===== src/hdl/tsamm_pkg.sv =====
// Package with the types, codes and constants of the time-slot averager.
package tsamm_pkg;

    localparam int TEMP_W = 16;
    localparam int CNT_W  = 16;
    localparam int SLOT_W = 11;

    localparam int DEF_NUM_SLOTS    = 96;
    localparam int DEF_MIN_PER_SLOT = 15;
    localparam int MIN_PER_HOUR     = 60;

    localparam logic [SLOT_W-1:0]        NO_SLOT   = 11'd2047;
    localparam logic signed [TEMP_W-1:0] MIN_RESET = 16'sd12800;
    localparam logic signed [TEMP_W-1:0] MAX_RESET = 16'sd0;
    localparam logic [CNT_W-1:0]         CNT_MAX   = 16'hFFFF;

    // Serial divider geometry: dividend, divisor and iteration counter widths.
    localparam int DIV_DW = 32;
    localparam int DIV_VW = 17;
    localparam int DIV_CW = 6;

    localparam logic [1:0] REQ_SAMPLE   = 2'd0;
    localparam logic [1:0] REQ_RESET_MM = 2'd1;
    localparam logic [1:0] REQ_CLEAR    = 2'd2;

    typedef enum logic [2:0] {
        ST_IDLE,
        ST_ROUTE,
        ST_PICK,
        ST_SUM,
        ST_MEAN_WAIT,
        ST_PUBLISH
    } tsamm_state_t;

    typedef struct packed {
        logic load_in;
        logic slot_take;
        logic open_slot;
        logic mul_go;
        logic div_go_mean;
        logic mean_take;
        logic misc_apply;
        logic publish;
    } tsamm_cmd_t;

    typedef struct packed {
        logic [1:0] req;
        logic       div_done;
        logic       same_slot;
    } tsamm_stat_t;

endpackage


===== src/hdl/tsamm_div.sv =====
// Restoring serial divider, one quotient bit per cycle.
module tsamm_div
    import tsamm_pkg::*;
(
    input  logic              clk,
    input  logic              rst_n,
    input  logic              start,
    input  logic [DIV_DW-1:0] dividend,
    input  logic [DIV_VW-1:0] divisor,
    input  logic [DIV_CW-1:0] len,
    output logic [DIV_DW-1:0] quotient,
    output logic              done
);

    logic [DIV_DW-1:0] num_reg;
    logic [DIV_VW-1:0] den_reg;
    logic [DIV_VW-1:0] rem_reg;
    logic [DIV_DW-1:0] quo_reg;
    logic [DIV_CW-1:0] cnt_reg;
    logic              busy_reg;
    logic              done_reg;

    logic [DIV_VW:0]   rem_shift;
    logic              fits;
    logic [DIV_VW:0]   rem_trial;

    always_comb
    begin
        rem_shift = {rem_reg, num_reg[DIV_DW-1]};
        fits      = rem_shift >= {1'b0, den_reg};
        rem_trial = fits ? (rem_shift - {1'b0, den_reg}) : rem_shift;
    end

    always_ff @(posedge clk or negedge rst_n)
    begin
        if (!rst_n)
        begin
            cnt_reg  <= '0;
            busy_reg <= 1'b0;
            done_reg <= 1'b0;
        end
        else if (start)
        begin
            cnt_reg  <= len;
            busy_reg <= 1'b1;
            done_reg <= 1'b0;
        end
        else if (busy_reg)
        begin
            cnt_reg <= cnt_reg - 1'b1;
            if (cnt_reg == DIV_CW'(1))
            begin
                busy_reg <= 1'b0;
                done_reg <= 1'b1;
            end
        end
        else
        begin
            done_reg <= 1'b0;
        end
    end

    always_ff @(posedge clk)
    begin
        if (start)
        begin
            num_reg <= dividend;
            den_reg <= divisor;
            rem_reg <= '0;
            quo_reg <= '0;
        end
        else if (busy_reg)
        begin
            num_reg <= {num_reg[DIV_DW-2:0], 1'b0};
            rem_reg <= rem_trial[DIV_VW-1:0];
            quo_reg <= {quo_reg[DIV_DW-2:0], fits};
        end
    end

    assign quotient = quo_reg;
    assign done     = done_reg;

endmodule


===== src/hdl/tsamm_dp.sv =====
// Datapath: input capture, slot state, mean update and output register.
module tsamm_dp
    import tsamm_pkg::*;
#(
    parameter int NUM_SLOTS        = DEF_NUM_SLOTS,
    parameter int MINUTES_PER_SLOT = DEF_MIN_PER_SLOT
)
(
    input  logic                     clk,
    input  logic                     rst_n,
    input  tsamm_cmd_t               cmd,
    output tsamm_stat_t              stat,
    input  logic [1:0]               req_type,
    input  logic signed [TEMP_W-1:0] temperature,
    input  logic [4:0]               hour,
    input  logic [5:0]               minute,
    output logic signed [TEMP_W-1:0] now_temp,
    output logic signed [TEMP_W-1:0] min_seen,
    output logic signed [TEMP_W-1:0] max_seen,
    output logic [SLOT_W-1:0]        slot_number,
    output logic signed [TEMP_W-1:0] slot_mean,
    output logic [CNT_W-1:0]         slot_samples,
    output logic                     slot_started
);

    localparam int PROD_W = TEMP_W + CNT_W + 2;

    // The slot index is minutes / MINUTES_PER_SLOT, taken as a multiply by a
    // rounded-up reciprocal; it is exact for every minute count below 2^SLOT_W.
    localparam int SLOT_SH = SLOT_W + $clog2(MINUTES_PER_SLOT);
    localparam int RECIP_W = SLOT_W + 1;
    localparam int SPROD_W = SLOT_W + RECIP_W;
    localparam logic [RECIP_W-1:0] SLOT_RECIP =
        RECIP_W'(((longint'(1) << SLOT_SH) + longint'(MINUTES_PER_SLOT) - 1)
                 / longint'(MINUTES_PER_SLOT));

    // Captured request.
    logic [1:0]               req_reg;
    logic signed [TEMP_W-1:0] x_reg;
    logic [4:0]               hour_reg;
    logic [5:0]               minute_reg;

    // Working registers.
    logic [SLOT_W-1:0]        slot_reg;
    logic signed [PROD_W-1:0] prod_reg;
    logic                     neg_reg;

    // Architectural state.
    logic signed [TEMP_W-1:0] latest_reg;
    logic signed [TEMP_W-1:0] min_reg;
    logic signed [TEMP_W-1:0] max_reg;
    logic [SLOT_W-1:0]        active_reg;
    logic signed [TEMP_W-1:0] mean_reg;
    logic [CNT_W-1:0]         count_reg;
    logic                     started_reg;

    // Output register.
    logic signed [TEMP_W-1:0] o_now_reg;
    logic signed [TEMP_W-1:0] o_min_reg;
    logic signed [TEMP_W-1:0] o_max_reg;
    logic [SLOT_W-1:0]        o_slot_reg;
    logic signed [TEMP_W-1:0] o_mean_reg;
    logic [CNT_W-1:0]         o_cnt_reg;
    logic                     o_started_reg;

    logic [SLOT_W-1:0]        minutes;
    logic [SPROD_W-1:0]       slot_prod;
    logic [SLOT_W-1:0]        slot_q;
    logic [SLOT_W-1:0]        slot_sat;
    logic signed [CNT_W+1:0]  cnt_s;
    logic signed [PROD_W-1:0] prod_next;
    logic signed [PROD_W-1:0] sum;
    logic [PROD_W-1:0]        sum_mag;
    logic                     div_start;
    logic [DIV_DW-1:0]        div_dividend;
    logic [DIV_VW-1:0]        div_divisor;
    logic [DIV_CW-1:0]        div_len;
    logic [DIV_DW-1:0]        div_quo;
    logic                     div_done;
    logic [TEMP_W-1:0]        q_mag;
    logic signed [TEMP_W-1:0] avg;
    logic signed [TEMP_W-1:0] min_upd;
    logic signed [TEMP_W-1:0] max_upd;

    always_comb
    begin
        minutes   = hour_reg * SLOT_W'(MIN_PER_HOUR) + SLOT_W'(minute_reg);
        slot_prod = SPROD_W'(minutes) * SPROD_W'(SLOT_RECIP);
        slot_q    = SLOT_W'(slot_prod >> SLOT_SH);
        slot_sat  = (slot_q >= SLOT_W'(NUM_SLOTS)) ? SLOT_W'(NUM_SLOTS - 1) : slot_q;

        cnt_s     = $signed({2'b00, count_reg});
        prod_next = mean_reg * cnt_s;

        sum     = prod_reg + PROD_W'(x_reg);
        sum_mag = sum[PROD_W-1] ? PROD_W'(-sum) : PROD_W'(sum);

        div_start    = cmd.div_go_mean;
        div_dividend = sum_mag[DIV_DW-1:0];
        div_divisor  = {1'b0, count_reg} + 1'b1;
        div_len      = DIV_CW'(DIV_DW);

        q_mag = div_quo[TEMP_W-1:0];
        avg   = neg_reg ? $signed(-q_mag) : $signed(q_mag);

        min_upd = (x_reg < min_reg) ? x_reg : min_reg;
        max_upd = (x_reg > max_reg) ? x_reg : max_reg;
    end

    tsamm_div u_div (
        .clk      (clk),
        .rst_n    (rst_n),
        .start    (div_start),
        .dividend (div_dividend),
        .divisor  (div_divisor),
        .len      (div_len),
        .quotient (div_quo),
        .done     (div_done)
    );

    always_ff @(posedge clk)
    begin
        if (cmd.load_in)
        begin
            req_reg    <= req_type;
            x_reg      <= temperature;
            hour_reg   <= hour;
            minute_reg <= minute;
        end
        if (cmd.slot_take)
            slot_reg <= slot_sat;
        if (cmd.mul_go)
            prod_reg <= prod_next;
        if (cmd.div_go_mean)
            neg_reg <= sum[PROD_W-1];
        if (cmd.publish)
        begin
            o_now_reg     <= latest_reg;
            o_min_reg     <= min_reg;
            o_max_reg     <= max_reg;
            o_slot_reg    <= active_reg;
            o_mean_reg    <= mean_reg;
            o_cnt_reg     <= count_reg;
            o_started_reg <= started_reg;
        end
    end

    // Only the active slot is ever read back, so its mean and count live in
    // registers; every other slot is overwritten before it becomes active.
    always_ff @(posedge clk or negedge rst_n)
    begin
        if (!rst_n)
        begin
            latest_reg  <= '0;
            min_reg     <= MIN_RESET;
            max_reg     <= MAX_RESET;
            active_reg  <= NO_SLOT;
            mean_reg    <= '0;
            count_reg   <= '0;
            started_reg <= 1'b0;
        end
        else if (cmd.open_slot)
        begin
            latest_reg  <= x_reg;
            min_reg     <= min_upd;
            max_reg     <= max_upd;
            active_reg  <= slot_reg;
            mean_reg    <= x_reg;
            count_reg   <= CNT_W'(1);
            started_reg <= 1'b1;
        end
        else if (cmd.mean_take)
        begin
            latest_reg  <= x_reg;
            min_reg     <= min_upd;
            max_reg     <= max_upd;
            mean_reg    <= avg;
            count_reg   <= (count_reg == CNT_MAX) ? count_reg : count_reg + 1'b1;
            started_reg <= 1'b0;
        end
        else if (cmd.misc_apply)
        begin
            started_reg <= 1'b0;
            case (req_reg)
                REQ_RESET_MM:
                begin
                    min_reg <= MIN_RESET;
                    max_reg <= MAX_RESET;
                end
                REQ_CLEAR:
                begin
                    min_reg   <= MIN_RESET;
                    max_reg   <= MAX_RESET;
                    mean_reg  <= '0;
                    count_reg <= '0;
                end
                default:
                begin
                end
            endcase
        end
    end

    assign stat.req       = req_reg;
    assign stat.div_done  = div_done;
    assign stat.same_slot = (slot_reg == active_reg);

    assign now_temp     = o_now_reg;
    assign min_seen     = o_min_reg;
    assign max_seen     = o_max_reg;
    assign slot_number  = o_slot_reg;
    assign slot_mean    = o_mean_reg;
    assign slot_samples = o_cnt_reg;
    assign slot_started = o_started_reg;

endmodule


===== src/hdl/tsamm_ctrl.sv =====
// Controller state machine that sequences one request through the datapath.
module tsamm_ctrl
    import tsamm_pkg::*;
(
    input  logic        clk,
    input  logic        rst_n,
    input  logic        in_valid,
    output logic        in_stall,
    output logic        out_valid,
    input  logic        out_stall,
    input  tsamm_stat_t stat,
    output tsamm_cmd_t  cmd
);

    tsamm_state_t state_reg;
    tsamm_state_t state_next;
    logic         out_valid_reg;
    logic         out_valid_next;
    logic         out_free;

    always_ff @(posedge clk or negedge rst_n)
    begin
        if (!rst_n)
        begin
            state_reg     <= ST_IDLE;
            out_valid_reg <= 1'b0;
        end
        else
        begin
            state_reg     <= state_next;
            out_valid_reg <= out_valid_next;
        end
    end

    always_comb
    begin
        cmd            = '0;
        state_next     = state_reg;
        out_free       = !out_valid_reg || !out_stall;
        out_valid_next = out_valid_reg && out_stall;

        case (state_reg)
            ST_IDLE:
            begin
                if (in_valid)
                begin
                    cmd.load_in = 1'b1;
                    state_next  = ST_ROUTE;
                end
            end
            ST_ROUTE:
            begin
                if (stat.req == REQ_SAMPLE)
                begin
                    cmd.slot_take = 1'b1;
                    state_next    = ST_PICK;
                end
                else
                begin
                    cmd.misc_apply = 1'b1;
                    state_next     = ST_PUBLISH;
                end
            end
            ST_PICK:
            begin
                if (stat.same_slot)
                begin
                    cmd.mul_go = 1'b1;
                    state_next = ST_SUM;
                end
                else
                begin
                    cmd.open_slot = 1'b1;
                    state_next    = ST_PUBLISH;
                end
            end
            ST_SUM:
            begin
                cmd.div_go_mean = 1'b1;
                state_next      = ST_MEAN_WAIT;
            end
            ST_MEAN_WAIT:
            begin
                if (stat.div_done)
                begin
                    cmd.mean_take = 1'b1;
                    state_next    = ST_PUBLISH;
                end
            end
            ST_PUBLISH:
            begin
                if (out_free)
                begin
                    cmd.publish    = 1'b1;
                    out_valid_next = 1'b1;
                    state_next     = ST_IDLE;
                end
            end
            default:
            begin
                state_next = ST_IDLE;
            end
        endcase
    end

    assign in_stall  = (state_reg != ST_IDLE);
    assign out_valid = out_valid_reg;

endmodule


===== src/hdl/time_slot_average_min_max.sv =====
// Top level of the time-slot temperature averager with running min and max.
//
// One request is taken on the input channel when in_valid is high and in_stall
// is low. A request is a sample (temperature in signed Q8.8 with hour and
// minute), a reset of the running minimum and maximum, or a clear of all slot
// statistics together with the minimum and maximum. Every request produces
// exactly one result transfer on the output channel, reporting the latest
// temperature, the running extremes, the active slot and its mean and count.
//
// The block works on one request at a time. The slot index comes from a
// combinational reciprocal multiply. A sample opening a new slot passes the
// route, pick and publish states; a sample in the active slot also passes
// sum and mean-wait, where the serial divider forms the running mean; other
// requests go from route to publish. out_valid rises once publish finds the
// output register free; the next request is taken back in the idle state.
//
// The result sits in an output register: a new request is taken while it
// waits, and a finished result waits only if the previous one is still
// stalled. While out_stall is high the result holds steady. Reset returns the
// extremes to 50.0 C and 0.0 C, the slot to "none yet" (2047) and the mean and
// count to zero, and leaves no result pending.
module time_slot_average_min_max
    import tsamm_pkg::*;
#(
    parameter int NUM_SLOTS        = DEF_NUM_SLOTS,
    parameter int MINUTES_PER_SLOT = DEF_MIN_PER_SLOT
)
(
    input  logic                     clk,
    input  logic                     rst_n,
    input  logic                     in_valid,
    output logic                     in_stall,
    input  logic [1:0]               req_type,
    input  logic signed [TEMP_W-1:0] temperature,
    input  logic [4:0]               hour,
    input  logic [5:0]               minute,
    output logic                     out_valid,
    input  logic                     out_stall,
    output logic signed [TEMP_W-1:0] now_temp,
    output logic signed [TEMP_W-1:0] min_seen,
    output logic signed [TEMP_W-1:0] max_seen,
    output logic [SLOT_W-1:0]        slot_number,
    output logic signed [TEMP_W-1:0] slot_mean,
    output logic [CNT_W-1:0]         slot_samples,
    output logic                     slot_started
);

    // Commands flow from the controller to the datapath, status flows back.
    tsamm_cmd_t  cmd;
    tsamm_stat_t stat;

    tsamm_ctrl u_ctrl (
        .clk       (clk),
        .rst_n     (rst_n),
        .in_valid  (in_valid),
        .in_stall  (in_stall),
        .out_valid (out_valid),
        .out_stall (out_stall),
        .stat      (stat),
        .cmd       (cmd)
    );

    // The datapath holds the captured request, the slot state, the multiplier
    // and serial divider for the running mean, and the output register.
    tsamm_dp #(
        .NUM_SLOTS        (NUM_SLOTS),
        .MINUTES_PER_SLOT (MINUTES_PER_SLOT)
    ) u_dp (
        .clk          (clk),
        .rst_n        (rst_n),
        .cmd          (cmd),
        .stat         (stat),
        .req_type     (req_type),
        .temperature  (temperature),
        .hour         (hour),
        .minute       (minute),
        .now_temp     (now_temp),
        .min_seen     (min_seen),
        .max_seen     (max_seen),
        .slot_number  (slot_number),
        .slot_mean    (slot_mean),
        .slot_samples (slot_samples),
        .slot_started (slot_started)
    );

endmodule


===== config.mk =====
export PLATFORM = sky130hd
export DESIGN_NAME = time_slot_average_min_max
export DESIGN_NICKNAME = d
export VERILOG_FILES = /design/src/hdl/tsamm_pkg.sv /design/src/hdl/tsamm_div.sv /design/src/hdl/tsamm_dp.sv /design/src/hdl/tsamm_ctrl.sv /design/src/hdl/time_slot_average_min_max.sv
export SDC_FILE = /design/constraint.sdc
export NUM_CORES = 1
export LEC_CHECK = 0
export ABC_CLOCK_PERIOD_IN_PS = 6060
export BUFFER_PORTS_ARGS = -buffer_cell sky130_fd_sc_hd__buf_2
export CORE_ASPECT_RATIO = 0.9
export CORE_MARGIN = 2
export CORE_UTILIZATION = 40
export CTS_BUF_LIST = sky130_fd_sc_hd__clkbuf_2 sky130_fd_sc_hd__clkbuf_4 sky130_fd_sc_hd__clkbuf_8
export DETAILED_ROUTE_END_ITERATION = 6
export PLACE_DENSITY = 0.59
export SETUP_SLACK_MARGIN = 0.3
export SLEW_MARGIN = 25
export SYNTH_ARGS = -nofsm -noshare
export SYNTH_HDL_FRONTEND = slang
export SYNTH_HIERARCHICAL = 1
export SYNTH_SLANG_ARGS = --single-unit
export TNS_END_PERCENT = 50

===== constraint.sdc =====
create_clock -name clk -period 6.06 [get_ports clk]
set_input_delay 1.212 -clock clk [delete_from_list [all_inputs] [get_ports clk]]
set_output_delay 1.212 -clock clk [all_outputs]
set_load 0.05 [all_outputs]

# ---- Word-level counts from Yosys, hierarchy flattened
# Cells that the tools add are included.
dict set report classes {
  addsub 8
  reduce_logical 17
  n_lt_le_gt_ge 4
  n_mux 57
  mul 3
  n_eq_ne 15
}
# cell n
set ops {}
lappend ops {{$mux W16} 20}
lappend ops {{$mux W32} 3}
lappend ops {{$add A34 B16 Y34} 1}
lappend ops {{$mul A16 B17 Y33} 1}
lappend ops {{$neg A32 Y32} 1}
lappend ops {{$mux W1} 24}
lappend ops {{$mul A11 B12 Y23 const B} 1}
lappend ops {{$ge A18 B17 Y1} 1}
lappend ops {{$pmux W3 S6} 1}
lappend ops {{$add A16 B1 Y17 const B} 1}
lappend ops {{$mux W17} 1}
lappend ops {{$sub A17 B17 Y17} 1}
lappend ops {{$add A16 B1 Y16 const B} 1}
lappend ops {{$eq A16 B16 Y1 const B} 1}
lappend ops {{$gt A16 B16 Y1} 1}
lappend ops {{$lt A16 B16 Y1} 1}
lappend ops {{$neg A16 Y16} 1}
lappend ops {{$mux W3} 5}
lappend ops {{$mux W6} 2}
lappend ops {{$reduce_bool A3 Y1} 4}
lappend ops {{$add A11 B6 Y11} 1}
lappend ops {{$eq A11 B11 Y1} 1}
lappend ops {{$mul A5 B4 Y9 const B} 1}
lappend ops {{$ge A8 B7 Y1 const B} 1}
lappend ops {{other kinds (21)} 28}
dict set report word_totals {
  out_inout_bits 94
  input_bits 33
  reg_bits 353
}

# ---- Depth between registers and ports, before layout
# Gate-level depths: netlist of run 1.
dict set report logic_depth {
  ltp_word 6
  depth_mapped 27
}

# ---- Modules after synthesis
# The synthesis of run 1 kept the hierarchy.
# module cells_per_inst area_each_um2 seq_area_each_um2 n_inst
set modules_own_cells {}
lappend modules_own_cells {tsamm_dp 2324 23209.8 7101.8 1}
lappend modules_own_cells {tsamm_div 478 5185.0 2652.5 1}
lappend modules_own_cells {tsamm_ctrl 35 316.6 100.1 1}

# ---- Worst setup path before layout of run 1
# Ideal clock, no wire load.
dict set report synth_path {
  path_type {register -> register}
  startpoint {reg u_dp.count_reg[7]}
  endpoint {reg u_dp.prod_reg[28] (data pin)}
  arrival_ns 6.236
  path_buffers 2
  slack_ns -0.438
  stages_incl_launch_ff 25
  cell_sequence {dfrtp_1 -> clkbuf_1 -> clkbuf_1 -> nand2_1 -> fa_1 -> inv_1 -> fa_1 -> inv_1 -> fa_1 -> inv_1 -> fa_1 -> inv_1 -> fa_1 -> inv_1 -> fa_1 -> ha_1 -> nand2_1 -> or3_1 -> a211oi_1 -> nor2_1 -> a31oi_1 -> o211ai_1 -> nor2b_1 -> o31ai_1 -> xnor2_1}
}
dict set report synth_via {
  elab_chain_len 1
}
# item line_no
set synth_rtl {}
lappend synth_rtl {{start, declared} tsamm_dp.sv:54} ;# logic [CNT_W-1:0] count_reg;
lappend synth_rtl {{start signal, assigned} tsamm_dp.sv:178} ;# count_reg <= (count_reg == CNT_MAX) ? count_reg : count_reg + 1'b1;
lappend synth_rtl {{$mul A16 B17 Y33} tsamm_dp.sv:93} ;# prod_next = mean_reg * cnt_s;
lappend synth_rtl {{via u_dp.prod_next[28]} tsamm_dp.sv:71} ;# logic signed [PROD_W-1:0] prod_next;
lappend synth_rtl {{end signal, assigned} tsamm_dp.sv:133} ;# prod_reg <= prod_next;
lappend synth_rtl {{end, declared} tsamm_dp.sv:45} ;# logic signed [PROD_W-1:0] prod_reg;
# The timed path passes the listed nets, and every way through them passes these cells.
# A chain may end at the register's enable or synchronous reset.

# ---- Worst setup path after layout of run 1
dict set report layout_path {
  startpoint {reg u_dp.hour_reg[2]}
  endpoint {reg u_dp.slot_reg[0] (data pin)}
}
dict set report layout_via {
  elab_chain_len 4
}
# item line_no
set layout_rtl {}
lappend layout_rtl {{start, declared} tsamm_dp.sv:40} ;# logic [4:0] hour_reg;
lappend layout_rtl {{start signal, assigned} tsamm_dp.sv:127} ;# hour_reg <= hour;
lappend layout_rtl {{$mul A5 B4 Y9 (*)} tsamm_dp.sv:87} ;# minutes = hour_reg * SLOT_W'(MIN_PER_HOUR) + SLOT_W'(minute_reg);
lappend layout_rtl {{$add A11 B6 Y11 (*)} tsamm_dp.sv:87}
lappend layout_rtl {{$mul A11 B12 Y23 (*)} tsamm_dp.sv:88} ;# slot_prod = SPROD_W'(minutes) * SPROD_W'(SLOT_RECIP);
lappend layout_rtl {{$ge A8 B7 Y1} tsamm_dp.sv:90} ;# slot_sat = (slot_q >= SLOT_W'(NUM_SLOTS)) ? SLOT_W'(NUM_SLOTS - 1) : slot_q;
lappend layout_rtl {{end signal, assigned} tsamm_dp.sv:131} ;# slot_reg <= slot_sat;
lappend layout_rtl {{end, declared} tsamm_dp.sv:44} ;# logic [SLOT_W-1:0] slot_reg;
# Mark *: on every way between the ends. The rest lies on a longest branch, timed or not.

==> impl_metrics.ini, run 1 <==
[placed_design]
gp_congestion = 0.946
placement.cell_area_mm2 = 0.0310
place_hpwl_mm = 59.1
portBuffers = 126
dpl_worst_slack_ns = -0.252

[sta]
finalCritPeriodShare = 1.02
report.final.hold_viol_count = 0
max_clock_freq_ghz = 0.161
rsz0062_at_grt = true
slew_of_the_pin_with_the_lowest_slew_margin_ns = 1.09
fin_skew_ns = 0.0450
max_slew_margin = 0.271
setup_violators_final = 6
period_minus_slack_ns = 6.21
totalNegativeSetupSlack_ns = -0.686
finalWorstSetupSlack_ns = -0.150
pins_over_slew_limit = 0

[job]
maxCapViolations = 0

[routing]
wl_per_cell_um = 18.9
vias_per_cell = 5.21
via_count = 21100
drc = 0
drtIter0Drc = 1385
drt_pass1_iterations = 6
route.antenna.remaining_nets = 0
routed_wl_mm = 76.6

[floorplanning]
initial_core_utilization = 0.403
die_y_um = 256
floorplan.die.width_um = 284
core_area_mm2 = 0.0699
design.die.area_mm2 = 0.0726
design.portCount = 127
std_cell_rows = 92

[worst_setup_path]
end_kind = flop
cp_data_arrival_time_ns = 6.58
worst_r2r_path_depth = 26
critPathKind = flop to flop
crit_slowest_cell = sky130_fd_sc_hd__fa_1
crit_path_max_fanout = 5
critical_path.startpoint = u_dp/hour_reg[2]
r2r_start = u_dp/hour_reg[2]
worst-endpoint-required_ns = 6.43
cp_slowest_stage_delay_ns = 0.57
timing.critical_path.from_type = flop

[cts]
clkSinkCount = 345
cts-root-to-sink-buffers = 3
clock_tree.htree_level_count = 3
clockRootBuffer = sky130_fd_sc_hd__clkbuf_8
cts_tree = built
clkLatencyLatePin_ns = 0.66
cts_made_buffers = 66
path_clk_slew_ns = 0.06

[layout]
post-route-cell-area_mm2 = 0.0330
nNetsFinal = 3562
drive_gt1_frac = 0.202
fin_util = 0.472
largest_register_ff_count = 33
area_growth_syn_to_layout_pct = 17.1

[min_path]
worst_hold_path_type = input pin to asynchronous set/reset pin

[synth]
synthesis.instances = 2787
post_synth_instance_area_mm2 = 0.0282
synth_warnings = 6
synth_area_per_cell_um2 = 10.1

[global_route]
grt_start_max_net_pins = 85
first_pass_grt_wire_length_mm = 121
antenna_found_initial = 2
grt_remaining_overflow = 0
grtUsageTotal = 0.212
grt_pass1_vias = 21600

[run_status]
outcome = finished, violations left
violations_in_the_final_reports = setup timing

[pwr]
power-per-cell-area_mw_per_mm2 = 551
cellLeakagePower_nw = 15.2
report.power.total_mw = 18.2
vdd.ir_drop.worst_v = 0.00123
-- where the power goes --
group          leakage [nW]  internal (mW)  switching (mW)
combinational          11.0           5.04            6.59
clock                 0.724           1.30            1.08
sequential             3.48           3.57           0.586
-- cells in the final DEF (no fill, tap or decap), types with 54 or more instances in the layout --
cell                       count
sky130_fd_sc_hd__inv_1       369
sky130_fd_sc_hd__nand2_1     296
sky130_fd_sc_hd__ha_1        254
sky130_fd_sc_hd__edfxtp_1    210
sky130_fd_sc_hd__fa_1        208
sky130_fd_sc_hd__buf_4       159
sky130_fd_sc_hd__buf_2       125
sky130_fd_sc_hd__and2_1      116
sky130_fd_sc_hd__nor2_1      106
sky130_fd_sc_hd__o21ai_0     104
sky130_fd_sc_hd__xnor2_1      91
sky130_fd_sc_hd__a21oi_1      89
sky130_fd_sc_hd__clkbuf_8     73
sky130_fd_sc_hd__dfrtp_1      70
sky130_fd_sc_hd__xor2_1       54
-- repair_timing --
action                     in CTS  in global routing
setup endpoints to repair      21                 25
cloned                          1                  0
setup buffers                  13                 10
gates resized for setup        77                 33
hold buffers                    0                  0
pin swaps                      50                 53
-- area by class of cell --
cell class,instances,area (µm²)
clock buffers,100,1210
flip-flops and latches,345,9560
fillers,6478,36900
diodes,2,5.00
inverters,382,1430
well taps,940,1180
multi-input cells,1944,17200
repair buffers,309,2190
clock inverters,22,160
-- metrics by stage --
step | std cells | hold slack (ns)
final | 4044 | 0.442
after global routing | 4043 | 0.404
after CTS | 4031 | 0.443
after detailed placement | 3895 | 0.435
after global placement | 3895 | 0.431
after floorplan | 2792 | 0.423
-- worst max-delay path, delay by kind of cell, from the launching register on --
kind,cells,cell delay [ns]
buffers and inverters,4,0.20
AND/OR/NAND/NOR,3,0.33
adder cells (fa/ha/maj),8,3.00
XOR/XNOR,2,0.36
AO/OA/AOI/OAI,9,1.63
flip-flops,1,0.42
-- layer usage --
layer,up-vias,part of all wire,GRT usage,wire length (µm)
met5,-,0,0,0
met1,10500,0.45,0.296,34800
met3,118,0.053,0.0344,4090
met2,509,0.47,0.340,35900
li1,9939,-,-,-
met4,0,0.024,0.0601,1860
-- final timing paths --
| kind | end | slack [ns] |
|---|---|---|
| max | u_dp/slot_reg[0] | -0.15 |
| min | u_dp/min_reg[7] | 0.44 |
| max reg2reg | u_dp/slot_reg[0] | -0.15 |
| min reg2reg | u_dp/now_temp[13] | 0.44 |
| max in group asynchronous | u_dp/count_reg[7] | 4.40 |
| min in group clk | u_dp/now_temp[13] | 0.44 |
Note: power is estimated with default switching activity, not from simulation.
==> inputs of run 2 (changes only) <==
- CTS_BUF_LIST: sky130_fd_sc_hd__clkbuf_2 sky130_fd_sc_hd__clkbuf_4 sky130_fd_sc_hd__clkbuf_8 -> default
==> impl_metrics.ini, run 2 (same netlist as run 1, synthesis figures left out) <==
[pwr]
sw_frac_of_total = 0.447
vdd.ir_drop.worst_v = 0.00122
pwr-share-seq = 0.225
power-per-cell-area_mw_per_mm2 = 559
power_report.internal_total_mw = 10.2
p_switching_mw = 8.26
power.share.clock = 0.146
share_comb_of_total_power = 0.629
cellLeakagePower_nw = 15.1

[sta]
rsz0062_at_grt = true
finalWorstSetupSlack_ns = -0.145
pins_over_slew_limit = 0
period_minus_slack_ns = 6.21
fin_skew_ns = 0.0477
max_slew_margin = 0.289
max_clock_freq_ghz = 0.161
totalNegativeSetupSlack_ns = -0.679
setup_violators_final = 6
finalCritPeriodShare = 1.02
slew_of_the_pin_with_the_lowest_slew_margin_ns = 1.06
report.final.hold_viol_count = 0

[layout]
drive_gt1_frac = 0.188
fin_util = 0.473
largest_register_ff_count = 33
area.sequential_mm2 = 0.00956
area_growth_syn_to_layout_pct = 17.4
most_frequent_standard_cell_in_the_layout_excluding_fill_and_tap_cells = sky130_fd_sc_hd__inv_1
layout.filler_cells = 6466
post-route-cell-area_mm2 = 0.0331
nNetsFinal = 3537
layout.cells.most_common_list = sky130_fd_sc_hd__inv_1, sky130_fd_sc_hd__nand2_1, sky130_fd_sc_hd__ha_1, sky130_fd_sc_hd__edfxtp_1, sky130_fd_sc_hd__fa_1
multi_input_comb_area_mm2 = 0.0173

[routing]
wl_per_cell_um = 19.1
drt_pass1_iterations = 5
drtIter0Drc = 1342
drc = 0
via_count = 20800
routed_wl_mm = 76.2
vias_per_cell = 5.21
route.antenna.remaining_nets = 0

[global_route]
globalRouteMet3Util = 0.0324
global_routing_usage_on_met2 = 0.339
grt_remaining_overflow = 0
first_pass_grt_wire_length_mm = 120
busiest_layer = met2
grt_pass1_vias = 21300
globalRouteMet1Util = 0.294
antenna_found_initial = 3
grtUsageTotal = 0.210
grt_start_max_net_pins = 85

[worst_setup_path]
crit_buf_inv = 5
end_kind = flop
crit_slowest_cell = sky130_fd_sc_hd__fa_1
timing.critical_path.max_delay_family = adder cells
critPathKind = flop to flop
cp_slowest_stage_delay_ns = 0.57
timing.critical_path.from_type = flop
cp_data_arrival_time_ns = 6.54
worst-endpoint-required_ns = 6.39
crit_path_max_fanout = 5

[cts]
path_clk_slew_ns = 0.06
clkSinkCount = 345
clock_tree.htree_level_count = 2
clkLatencyLatePin_ns = 0.60
cts.hold.buffers_added = 0
cts_tree = built
cts-root-to-sink-buffers = 3
clockRootBuffer = sky130_fd_sc_hd__clkbuf_16
cts_made_buffers = 41

[floorplanning]
floorplan.die.width_um = 284
design.die.area_mm2 = 0.0726
design.portCount = 127
die_y_um = 256
std_cell_rows = 92
core_area_mm2 = 0.0699
initial_core_utilization = 0.403

[run_status]
violations_in_the_final_reports = setup timing
outcome = finished, violations left

[min_path]
worst_hold_path_type = flop to flop

[placed_design]
place_hpwl_mm = 59.1
portBuffers = 126
placement.cell_area_mm2 = 0.0310
gp_congestion = 0.946

[job]
maxCapViolations = 0
run 2: cell count changes in the layout (fill, tap and decap cells not counted), moves of 7 or more:
cell / before / now
sky130_fd_sc_hd__buf_4: 159 / 167
sky130_fd_sc_hd__buf_6: 17 / 9
sky130_fd_sc_hd__bufinv_16: 0 / 7
sky130_fd_sc_hd__clkbuf_16: 0 / 42
sky130_fd_sc_hd__clkbuf_4: 27 / 0
sky130_fd_sc_hd__clkbuf_8: 73 / 1
run 2: what timing repair did:
action | in CTS | in global routing
endpoints found under the hold margin | 0 | 0
cloned | 1 | 0
buffers inserted | 8 | 16
gates resized for setup | 57 | 35
pin swaps | 56 | 38
endpoints found under the setup margin | 21 | 25
run 2: final timing paths:
kind                               startpoint                 to  slack [ns]  cells after the start
max in group asynchronous               rst_n  u_dp/count_reg[7]        4.31                      2
min in group asynchronous               rst_n    u_dp/min_reg[6]        0.62                      1
max                          u_dp/hour_reg[0]   u_dp/slot_reg[3]       -0.15                     25
min                        u_dp/latest_reg[9]   u_dp/now_temp[9]        0.45                      0
max reg2reg                  u_dp/hour_reg[0]   u_dp/slot_reg[3]       -0.15                     25
min reg2reg                u_dp/latest_reg[9]   u_dp/now_temp[9]        0.45                      0
run 2: power groups by stage:
stage / Sequential [mW] / Combinational [mW] / Clock (mW)
after floorplan: 4.50 / 7.41 / 0
final: 4.17 / 11.6 / 2.70
after detailed placement: 4.21 / 10.7 / 0
after global placement: 4.19 / 10.4 / 0
after global routing: 4.25 / 13.1 / 2.86
after CTS: 4.18 / 11.4 / 2.76
run 2: per-layer routing:
layer	part of all wire	up-vias
met5	0.00018	-
met4	0.024	2
met3	0.052	93
met2	0.47	446
met1	0.45	10400
li1	-	9889
run 2: layout make-up:
class,count,share of cell area
sequential,345,0.289
inverter,382,0.0434
antenna,1,0.0000757
clock buffer,48,0.0328
timing repair buffer,309,0.0651
tap,940,0.0356
multi-input combinational,1944,0.522
clock inverter,28,0.0122
run 2: through the flow:
| stage | worst slack [ns] | std cells | total power, mW | hold slack, ns |
|---|---|---|---|---|
| final | -0.145 | 3997 | 18.5 | 0.447 |
| after global routing | -0.489 | 3996 | 20.2 | 0.458 |
| after CTS | -0.162 | 3980 | 18.4 | 0.444 |
| after detailed placement | -0.252 | 3895 | 14.9 | 0.435 |
| after global placement | -0.156 | 3895 | 14.6 | 0.431 |
| after floorplan | 0.0277 | 2792 | 11.9 | 0.423 |
run 2: worst reg2reg max path, cell delays in order (launching register included):
cell and delay (ns):
sky130_fd_sc_hd__edfxtp_1 0.41, sky130_fd_sc_hd__fa_1 0.57, sky130_fd_sc_hd__inv_1 0.06, sky130_fd_sc_hd__fa_1 0.48
sky130_fd_sc_hd__fa_1 0.51, sky130_fd_sc_hd__inv_1 0.06, sky130_fd_sc_hd__ha_4 0.27, sky130_fd_sc_hd__o21ai_2 0.06
sky130_fd_sc_hd__a21oi_2 0.16, sky130_fd_sc_hd__nand2_1 0.08, sky130_fd_sc_hd__xnor2_1 0.31, sky130_fd_sc_hd__buf_4 0.19
sky130_fd_sc_hd__ha_1 0.22, sky130_fd_sc_hd__inv_1 0.08, sky130_fd_sc_hd__fa_1 0.42, sky130_fd_sc_hd__inv_1 0.07
sky130_fd_sc_hd__ha_1 0.22, sky130_fd_sc_hd__ha_1 0.27, sky130_fd_sc_hd__a31o_2 0.14, sky130_fd_sc_hd__a21oi_1 0.08
sky130_fd_sc_hd__o21a_1 0.23, sky130_fd_sc_hd__o31ai_4 0.29, sky130_fd_sc_hd__a21oi_2 0.11, sky130_fd_sc_hd__o21a_1 0.22
sky130_fd_sc_hd__o32ai_4 0.31, sky130_fd_sc_hd__nand2_1 0.11
==> inputs of run 3 (changes only) <==
- SKIP_CTS_REPAIR_TIMING: default -> 1
==> impl_metrics.ini, run 3 (same netlist as run 1, synthesis figures left out) <==
[run_status]
outcome = finished, violations left
violations_in_the_final_reports = setup timing

[min_path]
hold_path_origin = u_dp/latest_reg[9]
timing.hold.worst_endpoint = u_dp/now_temp[9]
worst_hold_path_type = flop to flop
holdPathStages = 0

[cts]
clockRootBuffer = sky130_fd_sc_hd__clkbuf_16
clock_tree.htree_level_count = 2
cts-root-to-sink-buffers = 3
clkLatencyLatePin_ns = 0.60
cts_tree = built
cts_made_buffers = 41
clkSinkCount = 345
path_clk_slew_ns = 0.06

[global_route]
grtUsageTotal = 0.209
antenna_found_initial = 3
grt_pass1_vias = 21200
first_pass_grt_wire_length_mm = 119
grt_remaining_overflow = 0
grt_start_max_net_pins = 85

[placed_design]
place_hpwl_mm = 59.1
portBuffers = 126
post-place-cells = 3895
gp_congestion = 0.946

[worst_setup_path]
cp_data_arrival_time_ns = 6.53
end_kind = flop
timing.critical_path.max_delay_family = adder cells
worst_r2r_path_depth = 26
crit_slowest_cell = sky130_fd_sc_hd__fa_1
crit_path_max_fanout = 5
critical-path-top-cell-by-count = sky130_fd_sc_hd__inv_1
r2r_start = u_dp/hour_reg[0]
cp_slowest_stage_delay_ns = 0.57
worst-endpoint-required_ns = 6.39
endpoint_of_the_lowest_slack_register_to_register_path = u_dp/slot_reg[3]
critPathKind = flop to flop
worst-r2r-setup-slack_ns = -0.14
timing.critical_path.from_type = flop
crit_buf_inv = 4

[sta]
slew_of_the_pin_with_the_lowest_slew_margin_ns = 1.11
setup_violators_final = 7
totalNegativeSetupSlack_ns = -0.705
fin_skew_ns = 0.0475
rsz0062_at_grt = true
timing.hold.ws_ns = 0.448
period_minus_slack_ns = 6.20
report.final.hold_viol_count = 0
max_clock_freq_ghz = 0.161
max_slew_margin = 0.257
finalCritPeriodShare = 1.02
finalWorstSetupSlack_ns = -0.136
pins_over_slew_limit = 0

[routing]
via_count = 20800
routed_wl_mm = 76.6
wl_per_cell_um = 19.2
route.antenna.remaining_nets = 0
vias_per_cell = 5.21
drc = 0
drtIter0Drc = 1237
drt_pass1_iterations = 5

[floorplanning]
die_y_um = 256
core_area_mm2 = 0.0699
std_cell_rows = 92
design.die.area_mm2 = 0.0726
design.portCount = 127
floorplan.die.width_um = 284
initial_core_utilization = 0.403

[layout]
drive_gt1_frac = 0.187
area_growth_syn_to_layout_pct = 17.4
most_frequent_standard_cell_in_the_layout_excluding_fill_and_tap_cells = sky130_fd_sc_hd__inv_1
layout.filler_cells = 6463
layout.cells.most_common_list = sky130_fd_sc_hd__inv_1, sky130_fd_sc_hd__nand2_1, sky130_fd_sc_hd__ha_1, sky130_fd_sc_hd__fa_1, sky130_fd_sc_hd__edfxtp_1
stdcell_count = 3999
largest_register_ff_count = 33
nNetsFinal = 3539

[pwr]
cellLeakagePower_nw = 15.1
pwr-share-seq = 0.229
p_switching_mw = 8.13
power-per-cell-area_mw_per_mm2 = 551
power.share.clock = 0.148
sw_frac_of_total = 0.446
power_report.internal_total_mw = 10.1
vdd.ir_drop.worst_v = 0.00121
share_comb_of_total_power = 0.623
report.power.total_mw = 18.2

[job]
maxCapViolations = 0
==> run 3: cell types whose count changed in the layout (fill, tap and decap cells not counted), moves of 2 or more <==
cell,before,now
sky130_fd_sc_hd__a21oi_1,92,89
sky130_fd_sc_hd__nor2_2,3,5
sky130_fd_sc_hd__o21ai_0,105,102
sky130_fd_sc_hd__nand2_2,7,5
sky130_fd_sc_hd__o21ai_1,4,8
sky130_fd_sc_hd__fa_1,208,210
sky130_fd_sc_hd__ha_2,3,1
sky130_fd_sc_hd__ha_4,14,11
sky130_fd_sc_hd__buf_6,9,13
sky130_fd_sc_hd__a21oi_2,9,12
sky130_fd_sc_hd__ha_1,251,256
sky130_fd_sc_hd__buf_4,167,165
sky130_fd_sc_hd__fa_2,5,3
==> run 3: worst max path at each step <==
stage               cells after the start                 to         startpoint
finish                                 26   u_dp/slot_reg[3]   u_dp/hour_reg[0]
global route                           27   u_dp/slot_reg[3]   u_dp/hour_reg[0]
CTS                                    26   u_dp/slot_reg[3]   u_dp/hour_reg[2]
detailed placement                     24   u_dp/slot_reg[2]   u_dp/hour_reg[2]
global placement                       21  u_dp/prod_reg[31]  u_dp/count_reg[2]
floorplan                              26   u_dp/slot_reg[0]   u_dp/hour_reg[2]
==> run 3: layout make-up <==
cell class / count / area, µm² / area share
Tap cell: 940 / 1180 / 0.0356
Clock buffer: 48 / 1080 / 0.0328
Antenna cell: 1 / 2.50 / 0.0000757
Multi-Input combinational cell: 1944 / 17200 / 0.521
Clock inverter: 28 / 403 / 0.0122
Timing Repair Buffer: 311 / 2180 / 0.0658
Sequential cell: 345 / 9560 / 0.289
Inverter: 382 / 1430 / 0.0434
==> run 3: power by group through the flow <==
stage / sequential, mW / clock [mW] / combinational [mW]
floorplan: 4.50 / 0 / 7.41
global placement: 4.19 / 0 / 10.4
detailed placement: 4.21 / 0 / 10.7
CTS: 4.17 / 2.76 / 10.9
global route: 4.25 / 2.86 / 12.9
finish: 4.17 / 2.69 / 11.4
==> run 3: metrics by stage <==
stage           util  worst slack (ns)  cell area (µm²)
6_report       0.473            -0.136            33100
3_3_place_gp   0.443            -0.156            31000
5_1_grt        0.473            -0.472            33000
4_1_cts        0.465            -0.288            32500
3_5_place_dp   0.443            -0.252            31000
2_1_floorplan      -            0.0277            28600
==> run 3: worst reg2reg max path, delay by kind of cell (launching register included) <==
| family | cells | cell delay (ns) |
|---|---|---|
| compound gates | 9 | 1.67 |
| xor+xnor | 2 | 0.35 |
| fa+ha+maj | 8 | 2.95 |
| buf+inv | 4 | 0.21 |
| flops | 1 | 0.41 |
| simple gates | 3 | 0.34 |
==> run 3: per-layer routing <==
metal,GRT usage,wire (µm),vias up
li1,-,-,9887
met5,0,0,-
met2,0.336,35900,476
met1,0.290,34800,10400
met3,0.0351,4020,98
met4,0.0582,1840,0
